File: src/hdl/assert_macros.svh
// Assertion macros shared by the RTL of the YCbCr to RGB converter.
// No dependencies; define ASSERT_OFF to compile the assertions away.
`ifndef ASSERT_MACROS_SVH
`define ASSERT_MACROS_SVH
`ifndef ASSERT_OFF
// Plain clocked property, given as a whole expression or implication
`define ASSERT_CLK(lbl, clk, rst, prop, msg) \
   lbl: assert property (@(posedge clk) disable iff (rst) (prop)) else $error(msg);
// Antecedent in this cycle implies consequent in the next cycle
`define ASSERT_NEXT(lbl, clk, rst, ante, cons, msg) \
   lbl: assert property (@(posedge clk) disable iff (rst) (ante) |=> (cons)) else $error(msg);
`else
`define ASSERT_CLK(lbl, clk, rst, prop, msg)
`define ASSERT_NEXT(lbl, clk, rst, ante, cons, msg)
`endif
`endif

File: src/hdl/y2r_pkg.sv
// Shared constants and types for the YCbCr to RGB converter.
// No dependencies; used by the channel interfaces and the top level.
package y2r_pkg;

   // Sample and channel widths
   localparam int PIX_W = 8;

   // Default number of fractional coefficient bits
   localparam int COEF_FRAC_BITS_DEF = 14;

   // Control register port
   localparam int CSR_IDX_W  = 1;
   localparam int CSR_DATA_W = 1;

   typedef enum logic [CSR_IDX_W-1:0] {
      CSR_VIDEO_RANGE = 1'b0,
      CSR_USE_BT709   = 1'b1
   } csr_index_type;

   // Matrix coefficients in millionths
   localparam longint unsigned COEF_DEN      = 64'd1000000;
   localparam longint unsigned BT709_RCR     = 64'd1574800;
   localparam longint unsigned BT709_GCB     = 64'd187324;
   localparam longint unsigned BT709_GCR     = 64'd468124;
   localparam longint unsigned BT709_BCB     = 64'd1855600;
   localparam longint unsigned BT601_RCR     = 64'd1402000;
   localparam longint unsigned BT601_GCB     = 64'd344136;
   localparam longint unsigned BT601_GCR     = 64'd714136;
   localparam longint unsigned BT601_BCB     = 64'd1772000;

   // Video range gains and offsets
   localparam longint unsigned VR_LUMA_NUM   = 64'd255;
   localparam longint unsigned VR_LUMA_DEN   = 64'd219;
   localparam longint unsigned VR_CHROMA_NUM = 64'd255;
   localparam longint unsigned VR_CHROMA_DEN = 64'd224;
   localparam int              LUMA_OFFSET   = 16;
   localparam int              CHROMA_OFFSET = 128;

endpackage

File: src/hdl/y2r_if.sv
// Valid/ready channel interfaces for the YCbCr to RGB converter.
// Depends on y2r_pkg for the sample width.

// Input pixel channel: luma and chroma pair
interface y2r_req_if;
   import y2r_pkg::*;

   logic             valid;
   logic             ready;
   logic [PIX_W-1:0] luma_sample;
   logic [PIX_W-1:0] cb_sample;
   logic [PIX_W-1:0] cr_sample;

   modport source (output valid, luma_sample, cb_sample, cr_sample, input ready);
   modport sink   (input valid, luma_sample, cb_sample, cr_sample, output ready);
endinterface

// Output pixel channel: RGB
interface y2r_rsp_if;
   import y2r_pkg::*;

   logic             valid;
   logic             ready;
   logic [PIX_W-1:0] red;
   logic [PIX_W-1:0] green;
   logic [PIX_W-1:0] blue;

   modport source (output valid, red, green, blue, input ready);
   modport sink   (input valid, red, green, blue, output ready);
endinterface

File: src/hdl/ycbcr_to_rgb_converter_unit.sv
// YCbCr to RGB converter, BT.601/BT.709, full or video range.
// Throughput: one pixel per clock unless rsp_chan.ready stalls the output;
// four register stages (offset, multiply, sum, clamp/round) each hold one
// transaction; a stage moves when empty or when the next one moves.
// Synchronous active-high reset clears all stage valids and both registers.
// Depends on y2r_pkg, y2r_if.sv and assert_macros.svh.
`include "assert_macros.svh"

module ycbcr_to_rgb_converter_unit #(
   parameter int COEF_FRAC_BITS = y2r_pkg::COEF_FRAC_BITS_DEF
) (
   input  logic                           clock,
   input  logic                           reset,
   input  logic                           csr_wr_en,
   input  logic [y2r_pkg::CSR_IDX_W-1:0]  csr_index,
   input  logic [y2r_pkg::CSR_DATA_W-1:0] csr_wdata,
   y2r_req_if.sink                        req_chan,
   y2r_rsp_if.source                      rsp_chan
);
   import y2r_pkg::*;

   localparam int F  = COEF_FRAC_BITS;
   localparam int CW = F + 3;          // signed coefficient width
   localparam int DW = PIX_W + 1;      // signed offset sample width
   localparam int PW = DW + CW;        // product width
   localparam int SW = PW + 2;         // channel sum width

   // Fixed-point coefficients, rounded half up, range gain folded in
   localparam longint unsigned ONE = 64'd1;
   localparam longint unsigned D1  = COEF_DEN;
   localparam longint unsigned DV  = COEF_DEN * VR_CHROMA_DEN;

   localparam longint unsigned KL_V =
      ((VR_LUMA_NUM << (F + 1)) + VR_LUMA_DEN) / (2 * VR_LUMA_DEN);

   localparam longint unsigned K709_RCR_F = ((BT709_RCR << (F + 1)) + D1) / (2 * D1);
   localparam longint unsigned K709_GCB_F = ((BT709_GCB << (F + 1)) + D1) / (2 * D1);
   localparam longint unsigned K709_GCR_F = ((BT709_GCR << (F + 1)) + D1) / (2 * D1);
   localparam longint unsigned K709_BCB_F = ((BT709_BCB << (F + 1)) + D1) / (2 * D1);
   localparam longint unsigned K601_RCR_F = ((BT601_RCR << (F + 1)) + D1) / (2 * D1);
   localparam longint unsigned K601_GCB_F = ((BT601_GCB << (F + 1)) + D1) / (2 * D1);
   localparam longint unsigned K601_GCR_F = ((BT601_GCR << (F + 1)) + D1) / (2 * D1);
   localparam longint unsigned K601_BCB_F = ((BT601_BCB << (F + 1)) + D1) / (2 * D1);

   localparam longint unsigned K709_RCR_V =
      (((BT709_RCR * VR_CHROMA_NUM) << (F + 1)) + DV) / (2 * DV);
   localparam longint unsigned K709_GCB_V =
      (((BT709_GCB * VR_CHROMA_NUM) << (F + 1)) + DV) / (2 * DV);
   localparam longint unsigned K709_GCR_V =
      (((BT709_GCR * VR_CHROMA_NUM) << (F + 1)) + DV) / (2 * DV);
   localparam longint unsigned K709_BCB_V =
      (((BT709_BCB * VR_CHROMA_NUM) << (F + 1)) + DV) / (2 * DV);
   localparam longint unsigned K601_RCR_V =
      (((BT601_RCR * VR_CHROMA_NUM) << (F + 1)) + DV) / (2 * DV);
   localparam longint unsigned K601_GCB_V =
      (((BT601_GCB * VR_CHROMA_NUM) << (F + 1)) + DV) / (2 * DV);
   localparam longint unsigned K601_GCR_V =
      (((BT601_GCR * VR_CHROMA_NUM) << (F + 1)) + DV) / (2 * DV);
   localparam longint unsigned K601_BCB_V =
      (((BT601_BCB * VR_CHROMA_NUM) << (F + 1)) + DV) / (2 * DV);

   localparam logic signed [SW-1:0] TOP  = SW'(255) <<< F;
   localparam logic signed [SW-1:0] HALF = SW'(1) <<< (F - 1);

   // Round half up and clamp one channel sum to a byte
   function automatic logic [PIX_W-1:0] to_byte(input logic signed [SW-1:0] sum);
      logic signed [SW-1:0] rnd;
      rnd = sum + HALF;
      if (sum <= 0) begin
         to_byte = '0;
      end else if (sum >= TOP) begin
         to_byte = '1;
      end else begin
         to_byte = rnd[F +: PIX_W];
      end
   endfunction

   // Control registers
   logic video_range_ff, video_range_in;
   logic use_bt709_ff, use_bt709_in;

   always_comb begin
      video_range_in = video_range_ff;
      use_bt709_in   = use_bt709_ff;
      if (csr_wr_en) begin
         case (csr_index_type'(csr_index))
            CSR_VIDEO_RANGE: video_range_in = csr_wdata[0];
            CSR_USE_BT709:   use_bt709_in   = csr_wdata[0];
            default: ;
         endcase
      end
   end

   always_ff @(posedge clock) begin
      if (reset) begin
         video_range_ff <= 1'b0;
         use_bt709_ff   <= 1'b0;
      end else begin
         video_range_ff <= video_range_in;
         use_bt709_ff   <= use_bt709_in;
      end
   end

   // Coefficients, user keeps static while transactions in flight; unchecked
   logic signed [CW-1:0] k_l, k_rcr, k_gcb, k_gcr, k_bcb;

   always_comb begin
      k_l = video_range_ff ? CW'(KL_V) : CW'(ONE << F);
      case ({video_range_ff, use_bt709_ff})
         2'b00: begin
            k_rcr = CW'(K601_RCR_F); k_gcb = CW'(K601_GCB_F);
            k_gcr = CW'(K601_GCR_F); k_bcb = CW'(K601_BCB_F);
         end
         2'b01: begin
            k_rcr = CW'(K709_RCR_F); k_gcb = CW'(K709_GCB_F);
            k_gcr = CW'(K709_GCR_F); k_bcb = CW'(K709_BCB_F);
         end
         2'b10: begin
            k_rcr = CW'(K601_RCR_V); k_gcb = CW'(K601_GCB_V);
            k_gcr = CW'(K601_GCR_V); k_bcb = CW'(K601_BCB_V);
         end
         default: begin
            k_rcr = CW'(K709_RCR_V); k_gcb = CW'(K709_GCB_V);
            k_gcr = CW'(K709_GCR_V); k_bcb = CW'(K709_BCB_V);
         end
      endcase
   end

   // Stage advance: a stage moves when empty or when the next one moves
   logic v1_ff, v2_ff, v3_ff, v4_ff;
   logic en1, en2, en3, en4;

   assign en4 = !v4_ff || rsp_chan.ready;
   assign en3 = !v3_ff || en4;
   assign en2 = !v2_ff || en3;
   assign en1 = !v1_ff || en2;

   assign req_chan.ready = en1;

   always_ff @(posedge clock) begin
      if (reset) begin
         v1_ff <= 1'b0;
         v2_ff <= 1'b0;
         v3_ff <= 1'b0;
         v4_ff <= 1'b0;
      end else begin
         if (en1) v1_ff <= req_chan.valid;
         if (en2) v2_ff <= v1_ff;
         if (en3) v3_ff <= v2_ff;
         if (en4) v4_ff <= v3_ff;
      end
   end

   // Stage 1: remove the chroma offsets, and the luma offset in video range
   logic signed [DW-1:0] y1_ff, cb1_ff, cr1_ff;
   logic signed [DW-1:0] y1_in, cb1_in, cr1_in;

   always_comb begin
      y1_in  = signed'({1'b0, req_chan.luma_sample});
      if (video_range_ff) begin
         y1_in = y1_in - DW'(LUMA_OFFSET);
      end
      cb1_in = signed'({1'b0, req_chan.cb_sample}) - DW'(CHROMA_OFFSET);
      cr1_in = signed'({1'b0, req_chan.cr_sample}) - DW'(CHROMA_OFFSET);
   end

   always_ff @(posedge clock) begin
      if (en1) begin
         y1_ff  <= y1_in;
         cb1_ff <= cb1_in;
         cr1_ff <= cr1_in;
      end
   end

   // Stage 2: five products
   logic signed [PW-1:0] py_ff, prcr_ff, pgcb_ff, pgcr_ff, pbcb_ff;
   logic signed [PW-1:0] py_in, prcr_in, pgcb_in, pgcr_in, pbcb_in;

   always_comb begin
      py_in   = PW'(y1_ff) * PW'(k_l);
      prcr_in = PW'(cr1_ff) * PW'(k_rcr);
      pgcb_in = PW'(cb1_ff) * PW'(k_gcb);
      pgcr_in = PW'(cr1_ff) * PW'(k_gcr);
      pbcb_in = PW'(cb1_ff) * PW'(k_bcb);
   end

   always_ff @(posedge clock) begin
      if (en2) begin
         py_ff   <= py_in;
         prcr_ff <= prcr_in;
         pgcb_ff <= pgcb_in;
         pgcr_ff <= pgcr_in;
         pbcb_ff <= pbcb_in;
      end
   end

   // Stage 3: channel sums
   logic signed [SW-1:0] r3_ff, g3_ff, b3_ff;
   logic signed [SW-1:0] r3_in, g3_in, b3_in;

   always_comb begin
      r3_in = SW'(py_ff) + SW'(prcr_ff);
      g3_in = SW'(py_ff) - SW'(pgcb_ff) - SW'(pgcr_ff);
      b3_in = SW'(py_ff) + SW'(pbcb_ff);
   end

   always_ff @(posedge clock) begin
      if (en3) begin
         r3_ff <= r3_in;
         g3_ff <= g3_in;
         b3_ff <= b3_in;
      end
   end

   // Stage 4: clamp and round into the output register
   logic [PIX_W-1:0] red_ff, green_ff, blue_ff;
   logic [PIX_W-1:0] red_in, green_in, blue_in;

   always_comb begin
      red_in   = to_byte(r3_ff);
      green_in = to_byte(g3_ff);
      blue_in  = to_byte(b3_ff);
   end

   always_ff @(posedge clock) begin
      if (en4) begin
         red_ff   <= red_in;
         green_ff <= green_in;
         blue_ff  <= blue_in;
      end
   end

   assign rsp_chan.valid = v4_ff;
   assign rsp_chan.red   = red_ff;
   assign rsp_chan.green = green_ff;
   assign rsp_chan.blue  = blue_ff;

   // Checks
   `ASSERT_NEXT(a_reset_empty, clock, 1'b0, reset, !v1_ff && !v4_ff, "pipeline not empty after reset")
   `ASSERT_NEXT(a_accept_s1, clock, reset, req_chan.valid && req_chan.ready, v1_ff, "accepted transaction missing in stage 1")
   `ASSERT_NEXT(a_s1_to_s2, clock, reset, v1_ff && en2, v2_ff, "transaction lost between stage 1 and stage 2")
   `ASSERT_NEXT(a_s3_to_s4, clock, reset, v3_ff && en4, v4_ff, "transaction lost between stage 3 and output")
   `ASSERT_CLK(a_ready_chain, clock, reset, (v4_ff && !rsp_chan.ready && v3_ff && v2_ff && v1_ff) |-> !req_chan.ready, "input accepted into a full stalled pipeline")

endmodule

File: src/flat_wrapper.sv
// flat-port wrapper written by rule: the top's interface ports become plain ports
module ycbcr_to_rgb_converter_unit_flat import y2r_pkg::*;
#(
   parameter int COEF_FRAC_BITS = y2r_pkg::COEF_FRAC_BITS_DEF
)
  (clock, reset, csr_wr_en, csr_index, csr_wdata, req_chan_valid, req_chan_luma_sample, req_chan_cb_sample, req_chan_cr_sample, req_chan_ready, rsp_chan_valid, rsp_chan_red, rsp_chan_green, rsp_chan_blue, rsp_chan_ready);
  y2r_req_if req_chan_i ();
  y2r_rsp_if rsp_chan_i ();
  input  logic clock;
  input  logic reset;
  input  logic csr_wr_en;
  input  logic [y2r_pkg::CSR_IDX_W-1:0] csr_index;
  input  logic [y2r_pkg::CSR_DATA_W-1:0] csr_wdata;
  input wire logic [$bits(req_chan_i.valid)-1:0] req_chan_valid;
  input wire logic [$bits(req_chan_i.luma_sample)-1:0] req_chan_luma_sample;
  input wire logic [$bits(req_chan_i.cb_sample)-1:0] req_chan_cb_sample;
  input wire logic [$bits(req_chan_i.cr_sample)-1:0] req_chan_cr_sample;
  output wire logic [$bits(req_chan_i.ready)-1:0] req_chan_ready;
  output wire logic [$bits(rsp_chan_i.valid)-1:0] rsp_chan_valid;
  output wire logic [$bits(rsp_chan_i.red)-1:0] rsp_chan_red;
  output wire logic [$bits(rsp_chan_i.green)-1:0] rsp_chan_green;
  output wire logic [$bits(rsp_chan_i.blue)-1:0] rsp_chan_blue;
  input wire logic [$bits(rsp_chan_i.ready)-1:0] rsp_chan_ready;
  assign req_chan_i.valid = req_chan_valid;
  assign req_chan_i.luma_sample = req_chan_luma_sample;
  assign req_chan_i.cb_sample = req_chan_cb_sample;
  assign req_chan_i.cr_sample = req_chan_cr_sample;
  assign req_chan_ready = req_chan_i.ready;
  assign rsp_chan_valid = rsp_chan_i.valid;
  assign rsp_chan_red = rsp_chan_i.red;
  assign rsp_chan_green = rsp_chan_i.green;
  assign rsp_chan_blue = rsp_chan_i.blue;
  assign rsp_chan_i.ready = rsp_chan_ready;
  ycbcr_to_rgb_converter_unit #(.COEF_FRAC_BITS(COEF_FRAC_BITS)) u_core (.clock(clock), .reset(reset), .csr_wr_en(csr_wr_en), .csr_index(csr_index), .csr_wdata(csr_wdata), .req_chan(req_chan_i), .rsp_chan(rsp_chan_i));
endmodule
File: config.mk
export PLATFORM = sky130hd
export DESIGN_NAME = ycbcr_to_rgb_converter_unit_flat
export DESIGN_NICKNAME = d
export VERILOG_FILES = /design/src/hdl/y2r_pkg.sv /design/src/hdl/y2r_if.sv /design/src/hdl/ycbcr_to_rgb_converter_unit.sv /design/src/flat_wrapper.sv
export VERILOG_INCLUDE_DIRS = /design/src /design/src/hdl
export SDC_FILE = /design/constraint.sdc
export NUM_CORES = 1
export LEC_CHECK = 0
export BUFFER_PORTS_ARGS = -buffer_cell sky130_fd_sc_hd__buf_2
export CAP_MARGIN = 20
export CORE_ASPECT_RATIO = 1.5
export CORE_UTILIZATION = 59
export DETAILED_ROUTE_END_ITERATION = 6
export GPL_TIMING_DRIVEN = 0
export PLACE_DENSITY = 0.85
export SYNTH_ARGS = -nofsm -noshare
export SYNTH_HDL_FRONTEND = slang
export SYNTH_SLANG_ARGS = --single-unit
File: constraint.sdc
create_clock -name clock -period 5.92 [get_ports clock]
set_input_delay 1.184 -clock clock [delete_from_list [all_inputs] [get_ports clock]]
set_output_delay 1.184 -clock clock [all_outputs]
set_load 0.02 [all_outputs]
== After elaboration in Yosys (flattened, before gate mapping) ==
Index checks and enable logic that the tools add are counted.

* Flip-flop bits (word level): 263
* Input bits: 31
* Output and inout port bits: 26
* Word-level logic and storage cells: 65

* Add/sub/neg operators: 10
* Multipliers: 5
* Magnitude comparators: 6
* Equality and inequality tests: 2
* Mux-type cells: 9
* Bitwise gates (word level): 1
* Reductions and logical operators: 11

{| class="wikitable"
|+ Operator list
! operator !! count
|-
| one-hot mux 14 bit (3 select lines) || 2
|-
| adder 22 x 15 -> 22 bit (second input constant) || 3
|-
| >= comparator 27 x 23 -> 1 bit (second input constant) || 2
|-
| less-or-equal comparator 27 x 1 -> 1 bit (second input constant) || 2
|-
| multiplier 9 x 16 -> 25 bit || 2
|-
| one-hot mux 16 bit (3 select lines) || 1
|-
| one-hot mux 13 bit (3 select lines) || 1
|-
| 2-to-1 mux 8 bit || 4
|-
| >= comparator 28 x 23 -> 1 bit (second input constant) || 1
|-
| less-or-equal comparator 28 x 1 -> 1 bit (second input constant) || 1
|-
| subtractor 27 x 24 -> 28 bit || 1
|-
| adder 26 x 25 -> 27 bit || 1
|-
| adder 26 x 26 -> 27 bit || 1
|-
| subtractor 26 x 23 -> 27 bit || 1
|-
| multiplier 9 x 17 -> 26 bit || 1
|-
| multiplier 9 x 15 -> 24 bit || 1
|-
| multiplier 9 x 14 -> 23 bit || 1
|-
| subtractor 8 x 8 -> 9 bit (second input constant) || 2
|-
| 2-to-1 mux 12 bit || 1
|-
| subtractor 8 x 5 -> 9 bit (second input constant) || 1
|-
| zero test 1 bit || 4
|-
| logical OR 1 bit || 4
|-
| AND reduction 2 bit || 2
|-
| == test 2 x 1 -> 1 bit (second input constant) || 1
|-
| 3 further kinds || 3
|}

== Longest topological paths before layout ==
Gate-level depths: netlist (run 1).

* Depth in word-level cells: 5
* Depth in mapped cells: 25
* Depth with buffers taken out: 22

== Worst setup path before layout (run 1) ==
Ideal clock, no wire load.

* Path type: reg2reg
* From: register u_core.video_range_ff
* To: register u_core.pbcb_ff[23], data pin
* Setup time: 0.260 ns
* Arrival time: 6.208 ns
* Data required time: 5.660 ns
* Slack: -0.547 ns
* Cell stages (with the launch flop): 23
* Path buffers: 3
* Clock period less this slack: 6.467 ns
* Cell sequence: dfxtp_1 -> inv_2 -> buf_1 -> ha_1 -> clkbuf_1 -> clkbuf_1 -> nand2_1 -> fa_1 -> inv_1 -> fa_1 -> inv_1 -> fa_1 -> inv_1 -> fa_1 -> fa_1 -> fa_1 -> a211oi_1 -> o211ai_1 -> a31oi_1 -> o211ai_1 -> a21o_1 -> a21boi_0 -> xnor2_1

* Longest elaborated chain between the ends: 3

{| class="wikitable"
|+ RTL lines
! element !! RTL line !! text
|-
| start: declaration || ycbcr_to_rgb_converter_unit.sv:79 || <nowiki>logic video_range_ff, video_range_in;</nowiki>
|-
| start signal: assignment || ycbcr_to_rgb_converter_unit.sv:99 || <nowiki>video_range_ff <= video_range_in;</nowiki>
|-
| == test 2 bit (tied with other cells) || ycbcr_to_rgb_converter_unit.sv:109 || <nowiki>case ({video_range_ff, use_bt709_ff})</nowiki>
|-
| one-hot mux 16 bit (3 select lines) * || ycbcr_to_rgb_converter_unit.sv:109 ||
|-
| multiplier 9 x 17 -> 26 bit * || ycbcr_to_rgb_converter_unit.sv:184 || <nowiki>pbcb_in = PW'(cb1_ff) * PW'(k_bcb);</nowiki>
|-
| net u_core.pbcb_in[23] || ycbcr_to_rgb_converter_unit.sv:177 || <nowiki>logic signed [PW-1:0] py_in, prcr_in, pgcb_in, pgcr_in, pbcb_in;</nowiki>
|-
| end signal: assignment || ycbcr_to_rgb_converter_unit.sv:193 || <nowiki>pbcb_ff <= pbcb_in;</nowiki>
|-
| end: declaration || ycbcr_to_rgb_converter_unit.sv:176 || <nowiki>logic signed [PW-1:0] py_ff, prcr_ff, pgcb_ff, pgcr_ff, pbcb_ff;</nowiki>
|}

Mark *: on every way through the listed nets, which the timed path passes. The rest lies on a longest branch.
A chain may end at the register's enable or synchronous reset.

== Final worst setup path (run 1) ==
* From: register u_core.use_bt709_ff
* To: register u_core.prcr_ff[17], data pin

* Longest elaborated chain between the ends: 3

{| class="wikitable"
|+ RTL lines
! element !! RTL line !! text
|-
| start: declaration || ycbcr_to_rgb_converter_unit.sv:80 || <nowiki>logic use_bt709_ff, use_bt709_in;</nowiki>
|-
| start signal: assignment || ycbcr_to_rgb_converter_unit.sv:100 || <nowiki>use_bt709_ff <= use_bt709_in;</nowiki>
|-
| == test 2 bit (tied with other cells) || ycbcr_to_rgb_converter_unit.sv:109 ||
|-
| one-hot mux 14 bit (3 select lines) * || ycbcr_to_rgb_converter_unit.sv:109 ||
|-
| multiplier 9 x 16 -> 25 bit * || ycbcr_to_rgb_converter_unit.sv:181 || <nowiki>prcr_in = PW'(cr1_ff) * PW'(k_rcr);</nowiki>
|-
| net u_core.prcr_in[17] || ycbcr_to_rgb_converter_unit.sv:177 ||
|-
| end signal: assignment || ycbcr_to_rgb_converter_unit.sv:190 || <nowiki>prcr_ff <= prcr_in;</nowiki>
|-
| end: declaration || ycbcr_to_rgb_converter_unit.sv:176 ||
|}

Marked as above.

==> flow_metrics.tcl, run 1 <==
set metrics [dict create \
    outcome "finished clean" \
    min_period_over_period_pct 98.2 \
    switching_share_pct 47.8 \
    timing.final.ws_setup_ns 0.107 \
    hold_buffers 0 \
    synthToLayoutAreaGrowth_pct 10.7 \
    cp_slowest_stage_delay_ns 0.60 \
    critical_path_class "reg2reg" \
    io_buffer_count 56 \
    syn-instance-count 2867 \
    yosys_register_bits 259 \
    route.detailed.drc 0 \
    total_power_w 0.0185 \
    arrival_ns 6.12 \
    grt_overflow 0 \
    met1_usage_pct 36.9 \
    cpMostUsedCell "fa_1" \
    num_io_pins 57 \
    synth_top_area_cell "edfxtp_1" \
    synth_top_flop_cell "edfxtp_1" \
    fin_crit_ns 5.81 \
    clockBufferDepth 3 \
    path_clk_slew_ns 0.07 \
    dpl_worst_slack_ns -1.75 \
    ir_drop_v 0.000679 \
    crit_required_ns 6.22 \
    core-area_sq_um 50700 \
    grt_pass1_wl_mm 129 \
    antenna_found_initial 3 \
    die_area_sq_um 52300 \
    initial_core_util_pct 59.9 \
    layout_commonest_cell "inv_1" \
    cts_inserted_buffers 27 \
    viasPerCell 5.92 \
    fillCellCount 3867 \
    yosys-top-cells-area "edfxtp_1 (25%), fa_1 (24%), ha_1 (18%), inv_1 (6.1%), xnor2_1 (3.4%)" \
    drt-initial-drc-count 1495 \
    worst_pin_slew_ns 0.985 \
    worstPathMaxFanout 10 \
    final_util_pct 66.3 \
    p_leak_nw 16.6 \
    wl_per_cell_um 22.8 \
    synth_area_sq_um 30300 \
    setup_violations 0 \
    most-common-layout-cells "inv_1 (484), ha_1 (423), fa_1 (355)" \
    drive_gt1_share_pct 10.2 \
    die_w_um 187 \
    met3_usage_pct 3.76 \
    grt_max_degree 85 \
    via_count 21800 \
    p_sw_w 0.00882 \
    die_h_um 280 \
    slowest_stage "fa_1" \
    grtUsageMet2_pct 57.1 \
    avgSynthCellArea_sq_um 10.6 \
    grt_usage_pct 32.7 \
    busiest_layer "met2" \
    worstSetupStartpointType "register" \
    clock_latency_ns 0.57 \
    hp-class "reg2reg" \
    drt_wl_total_mm 84.0 \
    clockRootBuffer "clkbuf_16" \
    power_frac_comb_pct 70.2 \
    cts_sinks 259 \
    final_nets 3824 \
    skew_ns 0.0218 \
    drtPass1Iterations 7 \
    max_freq_mhz 172 \
    max_cap_violations 0 \
    hold_viol 0 \
    yosysTopAreaCellShare_pct 25.0 \
    p_per_area_nw_per_um2 549 \
    cts_tree "built" \
    h-tree-depth 1 \
    slew_headroom_pct 34.3 \
    postRouteAntennaNets 0 \
    synth-edff-count 253 \
    yosys_warnings 0 \
    grt_pass1_vias 22800 \
    cp-end-kind "register" \
    p_int_w 0.00963 \
    place_hpwl_mm 69.9 \
    synth_cell_types 74 \
    synthArstFlopShare_pct 0 \
    place.gp.congestion 1.02 \
    slew_violations 0 \
    seq_power_share_pct 20.8 \
    std_cell_rows 101 \
    clock_power_share_pct 9.0 \
    ys_seq_area_share_pct 25.4 \
    cp_cell_sequence "inv_2, ha_4, clkbuf_16, nand2b_1, inv_1, fa_1, fa_1, fa_1, fa_1, fa_1, ha_4, o21a_1, o31a_1, o221a_2, a21bo_2, a21boi_0, o21bai_1, xor2_1" \
]
==> power groups by stage <==
stage	clock network (W)	registers, W	logic, W
floorplan	0	0.00374	0.00866
global placement	0	0.00385	0.0115
detailed placement	0	0.00387	0.0119
CTS	0.00169	0.00383	0.0124
global route	0.00175	0.00388	0.0142
finish	0.00167	0.00383	0.0130
==> layout make-up <==
cell class / count / area [sq um] / share of cell area, %
tap: 669 / 837 / 2.49
multi-input combinational: 2059 / 21200 / 63.2
sequential: 259 / 7720 / 23.0
buffer: 52 / 380 / 1.13
timing repair buffer: 103 / 701 / 2.09
inverter: 492 / 1870 / 5.55
antenna: 1 / 2.50 / 0.00745
clock buffer: 30 / 687 / 2.04
clock inverter: 16 / 155 / 0.462
==> registers in the layout, summed over array words and instances (netlist names) <==
name / flops
u_core.pgcr_ff: 24
u_core.pbcb_ff: 25
u_core.prcr_ff: 25
u_core.rsp_chan.valid: 1
u_core.py_ff: 25
u_core.y1_ff: 9
u_core.rsp_chan.blue: 8
u_core.video_range_ff: 1
u_core.use_bt709_ff: 1
u_core.v2_ff: 1
u_core.rsp_chan.red: 8
u_core.v1_ff: 1
u_core.g3_ff: 28
u_core.rsp_chan.green: 8
u_core.pgcb_ff: 23
u_core.r3_ff: 27
u_core.cr1_ff: 8
u_core.v3_ff: 1
u_core.cb1_ff: 8
u_core.b3_ff: 27
==> critical path: cells and delay by family (launching register included) <==
kind,cells,cell delay [ns]
flops,1,0.42
buf+inv,3,0.42
xor+xnor,1,0.14
fa+ha+maj,7,3.24
compound gates,6,1.16
simple gates,1,0.17
==> final timing paths <==
kind,startpoint,endpoint,slack (ns),cells past startpoint
setup / recovery,u_core.use_bt709_ff$_SDFFE_PP0P_,u_core.prcr_ff[17]$_DFFE_PP_,0.11,18
hold / removal,u_core.v2_ff$_SDFFE_PP0P_,u_core.v3_ff$_SDFFE_PP0P_,0.48,2
setup reg to reg,u_core.use_bt709_ff$_SDFFE_PP0P_,u_core.prcr_ff[17]$_DFFE_PP_,0.11,18
hold reg to reg,u_core.v2_ff$_SDFFE_PP0P_,u_core.v3_ff$_SDFFE_PP0P_,0.48,2
==> synth_stat cells (all sizes together), types with 4 or more instances <==
cell type,n
o21ai,81
o21a,25
a2111oi,8
or4,5
a211oi,21
or3,6
or2,12
clkbuf,56
nor4,22
o31a,4
o41ai,4
nand3,44
nand2b,59
a31oi,17
and3,18
nand4,24
edfxtp,253
o211ai,19
and4,7
fa,360
nor3,28
o31ai,6
inv,492
nor2b,63
a221oi,5
a21oi,152
a211o,4
a21boi,9
a41oi,4
xor2,58
o22ai,5
mux2i,5
a21o,64
xnor2,119
nor2,107
o21bai,26
nand2,125
and2,67
ha,439
dfxtp,6
==> per-layer routing <==
metal / part of all wire, % / up-vias / routed length, um
met5: 0.042 / - / 35
met4: 9.0 / 6 / 7560
met3: 4.4 / 314 / 3690
met2: 49 / 771 / 41300
met1: 37 / 10700 / 31400
li1: - / 9962 / -
==> metrics by stage <==
stage / TNS (ns) / hold WS [ns] / instances / instance area [sq um]
floorplan: 0 / 0.429 / 2869 / 30400
global placement: -56.20 / 0.435 / 3594 / 31500
detailed placement: -60.34 / 0.470 / 3597 / 31600
CTS: -0.0111 / 0.483 / 3664 / 33200
global route: -0.156 / 0.515 / 3680 / 33600
finish: 0 / 0.482 / 3681 / 33600
==> cells by family after synthesis <==
| logic type | after synthesis | share of synthesized area [%] |
|---|---|---|
| buffers and inverters | 551 | 6.82 |
| other | 1 | 0.0124 |
| AOI/OAI and AO/OA | 478 | 10.3 |
| and+or+nand+nor | 596 | 10.3 |
| muxes | 6 | 0.202 |
| xor gates and xnor gates | 177 | 5.11 |
| adders and majority gates | 799 | 41.9 |
| DFF | 259 | 25.4 |
==> repair_timing <==
action | CTS | global route
setup endpoints to repair | 71 | 31
setup buffers | 26 | 16
pin swaps | 31 | 34
gates resized for setup | 147 | 78
cloned | 0 | 2
No activity file was read; power rests on OpenSTA's default activity.
==> run 2, diff against run 1 <==
--- a/config.mk
+++ b/config.mk
@@ -9,10 +9,10 @@
 export BUFFER_PORTS_ARGS = -buffer_cell sky130_fd_sc_hd__buf_2
 export CAP_MARGIN = 20
 export CORE_ASPECT_RATIO = 1.5
-export CORE_UTILIZATION = 59
+export CORE_UTILIZATION = 54
 export DETAILED_ROUTE_END_ITERATION = 6
 export GPL_TIMING_DRIVEN = 0
-export PLACE_DENSITY = 0.85
+export PLACE_DENSITY = 0.79
 export SYNTH_ARGS = -nofsm -noshare
 export SYNTH_HDL_FRONTEND = slang
 export SYNTH_SLANG_ARGS = --single-unit
==> run 2 against run 1 <==
Against the previous run: the flow now finishes with violations (DRC, setup timing); maximum frequency is 2.4% lower; cell count increased by 1.2%; flip-flop and latch count stayed put; register-to-register slack worse by 0.14 ns; clock skew rose by 0.0043 ns; critical path depth rose by 3; non-clock buffer count grew 10; global-route usage decreased by 3.0 points; total power is 0.26% lower; worst hold slack worse by 0.018 ns; final area up 0.49%; critical path type unchanged; critical endpoint is now u_core.pgcr_ff[23]$_DFFE_PP_.
==> flow_metrics.tcl, run 2 (same netlist as run 1, synthesis figures left out) <==
set metrics [dict create \
    outcome "complete, but fails checks" \
    violations "DRC, setup timing" \
    reg_top3 "u_core.g3_ff (28), u_core.b3_ff (27), u_core.r3_ff (27)" \
    antenna_found_initial 2 \
    p_int_w 0.00979 \
    regMostFlops "u_core.g3_ff" \
    grt_pass1_vias 22500 \
    worstSetupStartpointType "register" \
    path_clk_slew_ns 0.07 \
    via_count 21300 \
    final_nets 3833 \
    viasPerCell 5.72 \
    core-area_sq_um 55600 \
    io_buffer_count 56 \
    max_freq_mhz 168 \
    hold_viol 0 \
    setup_violations 2 \
    power_frac_comb_pct 69.8 \
    arrival_ns 6.36 \
    slew_headroom_pct 36.2 \
    r2r_slack_ns -0.03 \
    worst_pin_slew_ns 0.956 \
    cts_sinks 259 \
    critical_path_class "reg2reg" \
    total_power_w 0.0184 \
    drive_gt1_share_pct 11.2 \
    grt_overflow 0 \
    cpMostUsedCell "ha_4" \
    clock_power_share_pct 9.4 \
    drt-initial-drc-count 1271 \
    initial_core_util_pct 54.6 \
    cp-end-kind "register" \
    most-common-layout-cells "inv_1 (481), ha_1 (416), fa_1 (353)" \
    r2r-start "u_core.video_range_ff$_SDFFE_PP0P_" \
    place.gp.congestion 0.997 \
    cp_cell_sequence "inv_12, buf_12, ha_4, buf_4, and2_4, or2_2, fa_2, fa_1, inv_1, fa_1, inv_1, fa_2, ha_4, ha_4, a211oi_4, nor2_4, o41ai_4, o311a_1, o21ai_2, or4_4, nand3_4" \
    switching_share_pct 46.8 \
    timing.final.ws_setup_ns -0.0329 \
    cp_top_family "adder cells" \
    dpl_worst_slack_ns -1.95 \
    grt_max_degree 84 \
    seq_power_share_pct 20.7 \
    die_area_sq_um 57200 \
    largest_reg_flops 28 \
    max_cap_violations 0 \
    synthToLayoutAreaGrowth_pct 11.3 \
    place_hpwl_mm 69.7 \
    setup_tns_ns -0.0331 \
    wl_per_cell_um 22.3 \
    critical_path.endpoint "u_core.pgcr_ff[23]$_DFFE_PP_" \
    fin_crit_ns 5.95 \
    drt_wl_total_mm 82.9 \
    postRouteAntennaNets 0 \
    slew_violations 0 \
    layout_commonest_cell "inv_1" \
    clockBufferDepth 3 \
    h-tree-depth 1 \
    die_w_um 196 \
    p_per_area_nw_per_um2 545 \
    startpoint "u_core.video_range_ff$_SDFFE_PP0P_" \
    die_h_um 292 \
    std_cell_rows 106 \
    hp-class "reg2reg" \
    route.detailed.drc 2 \
    crit_required_ns 6.32 \
    reg2regPathDepth 21 \
    rsz0062_at_grt "yes" \
    grt_pass1_wl_mm 127 \
    num_io_pins 57 \
    clock_latency_ns 0.57 \
    grt_usage_pct 29.6 \
    clockRootBuffer "clkbuf_16" \
    cp_slowest_stage_delay_ns 0.59 \
    crit_buf_inv 5 \
    min_period_over_period_pct 101 \
    crit_cells 21 \
    hold_buffers 0 \
    worstPathMaxFanout 6 \
    p_leak_nw 16.7 \
    ir_drop_v 0.000368 \
    skew_ns 0.0261 \
    cts_tree "built" \
    whs_ns 0.464 \
    r2r_end "u_core.pgcr_ff[23]$_DFFE_PP_" \
    p_sw_w 0.00862 \
    drtPass1Iterations 7 \
    slowest_stage "fa_2" \
    cts_inserted_buffers 26 \
]
==> run 2: power by group through the flow <==
stage,logic [W],clock network [W],registers (W)
after floorplan,0.00866,0,0.00374
after global placement,0.0114,0,0.00384
after detailed placement,0.0117,0,0.00386
after CTS,0.0123,0.00178,0.00382
after global routing,0.0142,0.00184,0.00387
final,0.0129,0.00173,0.00382
==> run 2: area by class of cell <==
type,count,area [sq um]
Tap cell,702,878
Fill cell,4492,21800
Inverter,492,1860
Clock inverter,19,208
Antenna cell,2,5.00
Sequential cell,259,7720
Buffer,51,378
Timing Repair Buffer,114,759
Multi-Input combinational cell,2059,21300
Clock buffer,28,679
==> run 2: worst min-delay path by stage <==
| stage | end | slack [ns] | startpoint | cells past startpoint |
|---|---|---|---|---|
| CTS | u_core.v3_ff$_SDFFE_PP0P_ | 0.46 | u_core.v2_ff$_SDFFE_PP0P_ | 2 |
| detailed placement | u_core.v3_ff$_SDFFE_PP0P_ | 0.45 | u_core.v2_ff$_SDFFE_PP0P_ | 2 |
| finish | u_core.v3_ff$_SDFFE_PP0P_ | 0.46 | u_core.v2_ff$_SDFFE_PP0P_ | 2 |
| global placement | u_core.v3_ff$_SDFFE_PP0P_ | 0.44 | u_core.v2_ff$_SDFFE_PP0P_ | 2 |
| global route | u_core.v3_ff$_SDFFE_PP0P_ | 0.51 | u_core.v2_ff$_SDFFE_PP0P_ | 2 |
| floorplan | u_core.v3_ff$_SDFFE_PP0P_ | 0.43 | u_core.v2_ff$_SDFFE_PP0P_ | 2 |
==> run 2: worst reg2reg max path, stage by stage, from the launching register on <==
cell      delay [ns]
dfxtp_4         0.43
inv_12          0.05
buf_12          0.14
ha_4            0.20
buf_4           0.15
and2_4          0.17
or2_2           0.32
fa_2            0.40
fa_1            0.54
inv_1           0.06
fa_1            0.50
inv_1           0.06
fa_2            0.59
ha_4            0.21
ha_4            0.28
a211oi_4        0.28
nor2_4          0.09
o41ai_4         0.26
o311a_1         0.29
o21ai_2         0.13
or4_4           0.54
nand3_4         0.13
==> run 2: per-stage QoR <==
stage / util (%) / instance area [sq um] / instances
after floorplan: - / 30400 / 2869
after global placement: 56.7 / 31500 / 3627
after detailed placement: 56.9 / 31600 / 3630
final: 60.7 / 33800 / 3726
after CTS: 59.7 / 33200 / 3697
after global routing: 60.7 / 33800 / 3724
==> run 2: routing by layer <==
metal  track usage [%]  up-vias  wire [um]
met1              33.9    10600      32100
met2              52.9      582      42200
met3              3.07      212       2890
met5                 0        -         25
li1                  -     9973          -
met4              18.7        4       5750
==> run 2: repair_timing <==
item | 4_1_cts | 5_1_grt
resized for setup | 157 | 83
gates cloned | 0 | 0
setup buffers | 26 | 30
pin swaps | 27 | 57
endpoints found under the setup margin | 71 | 32
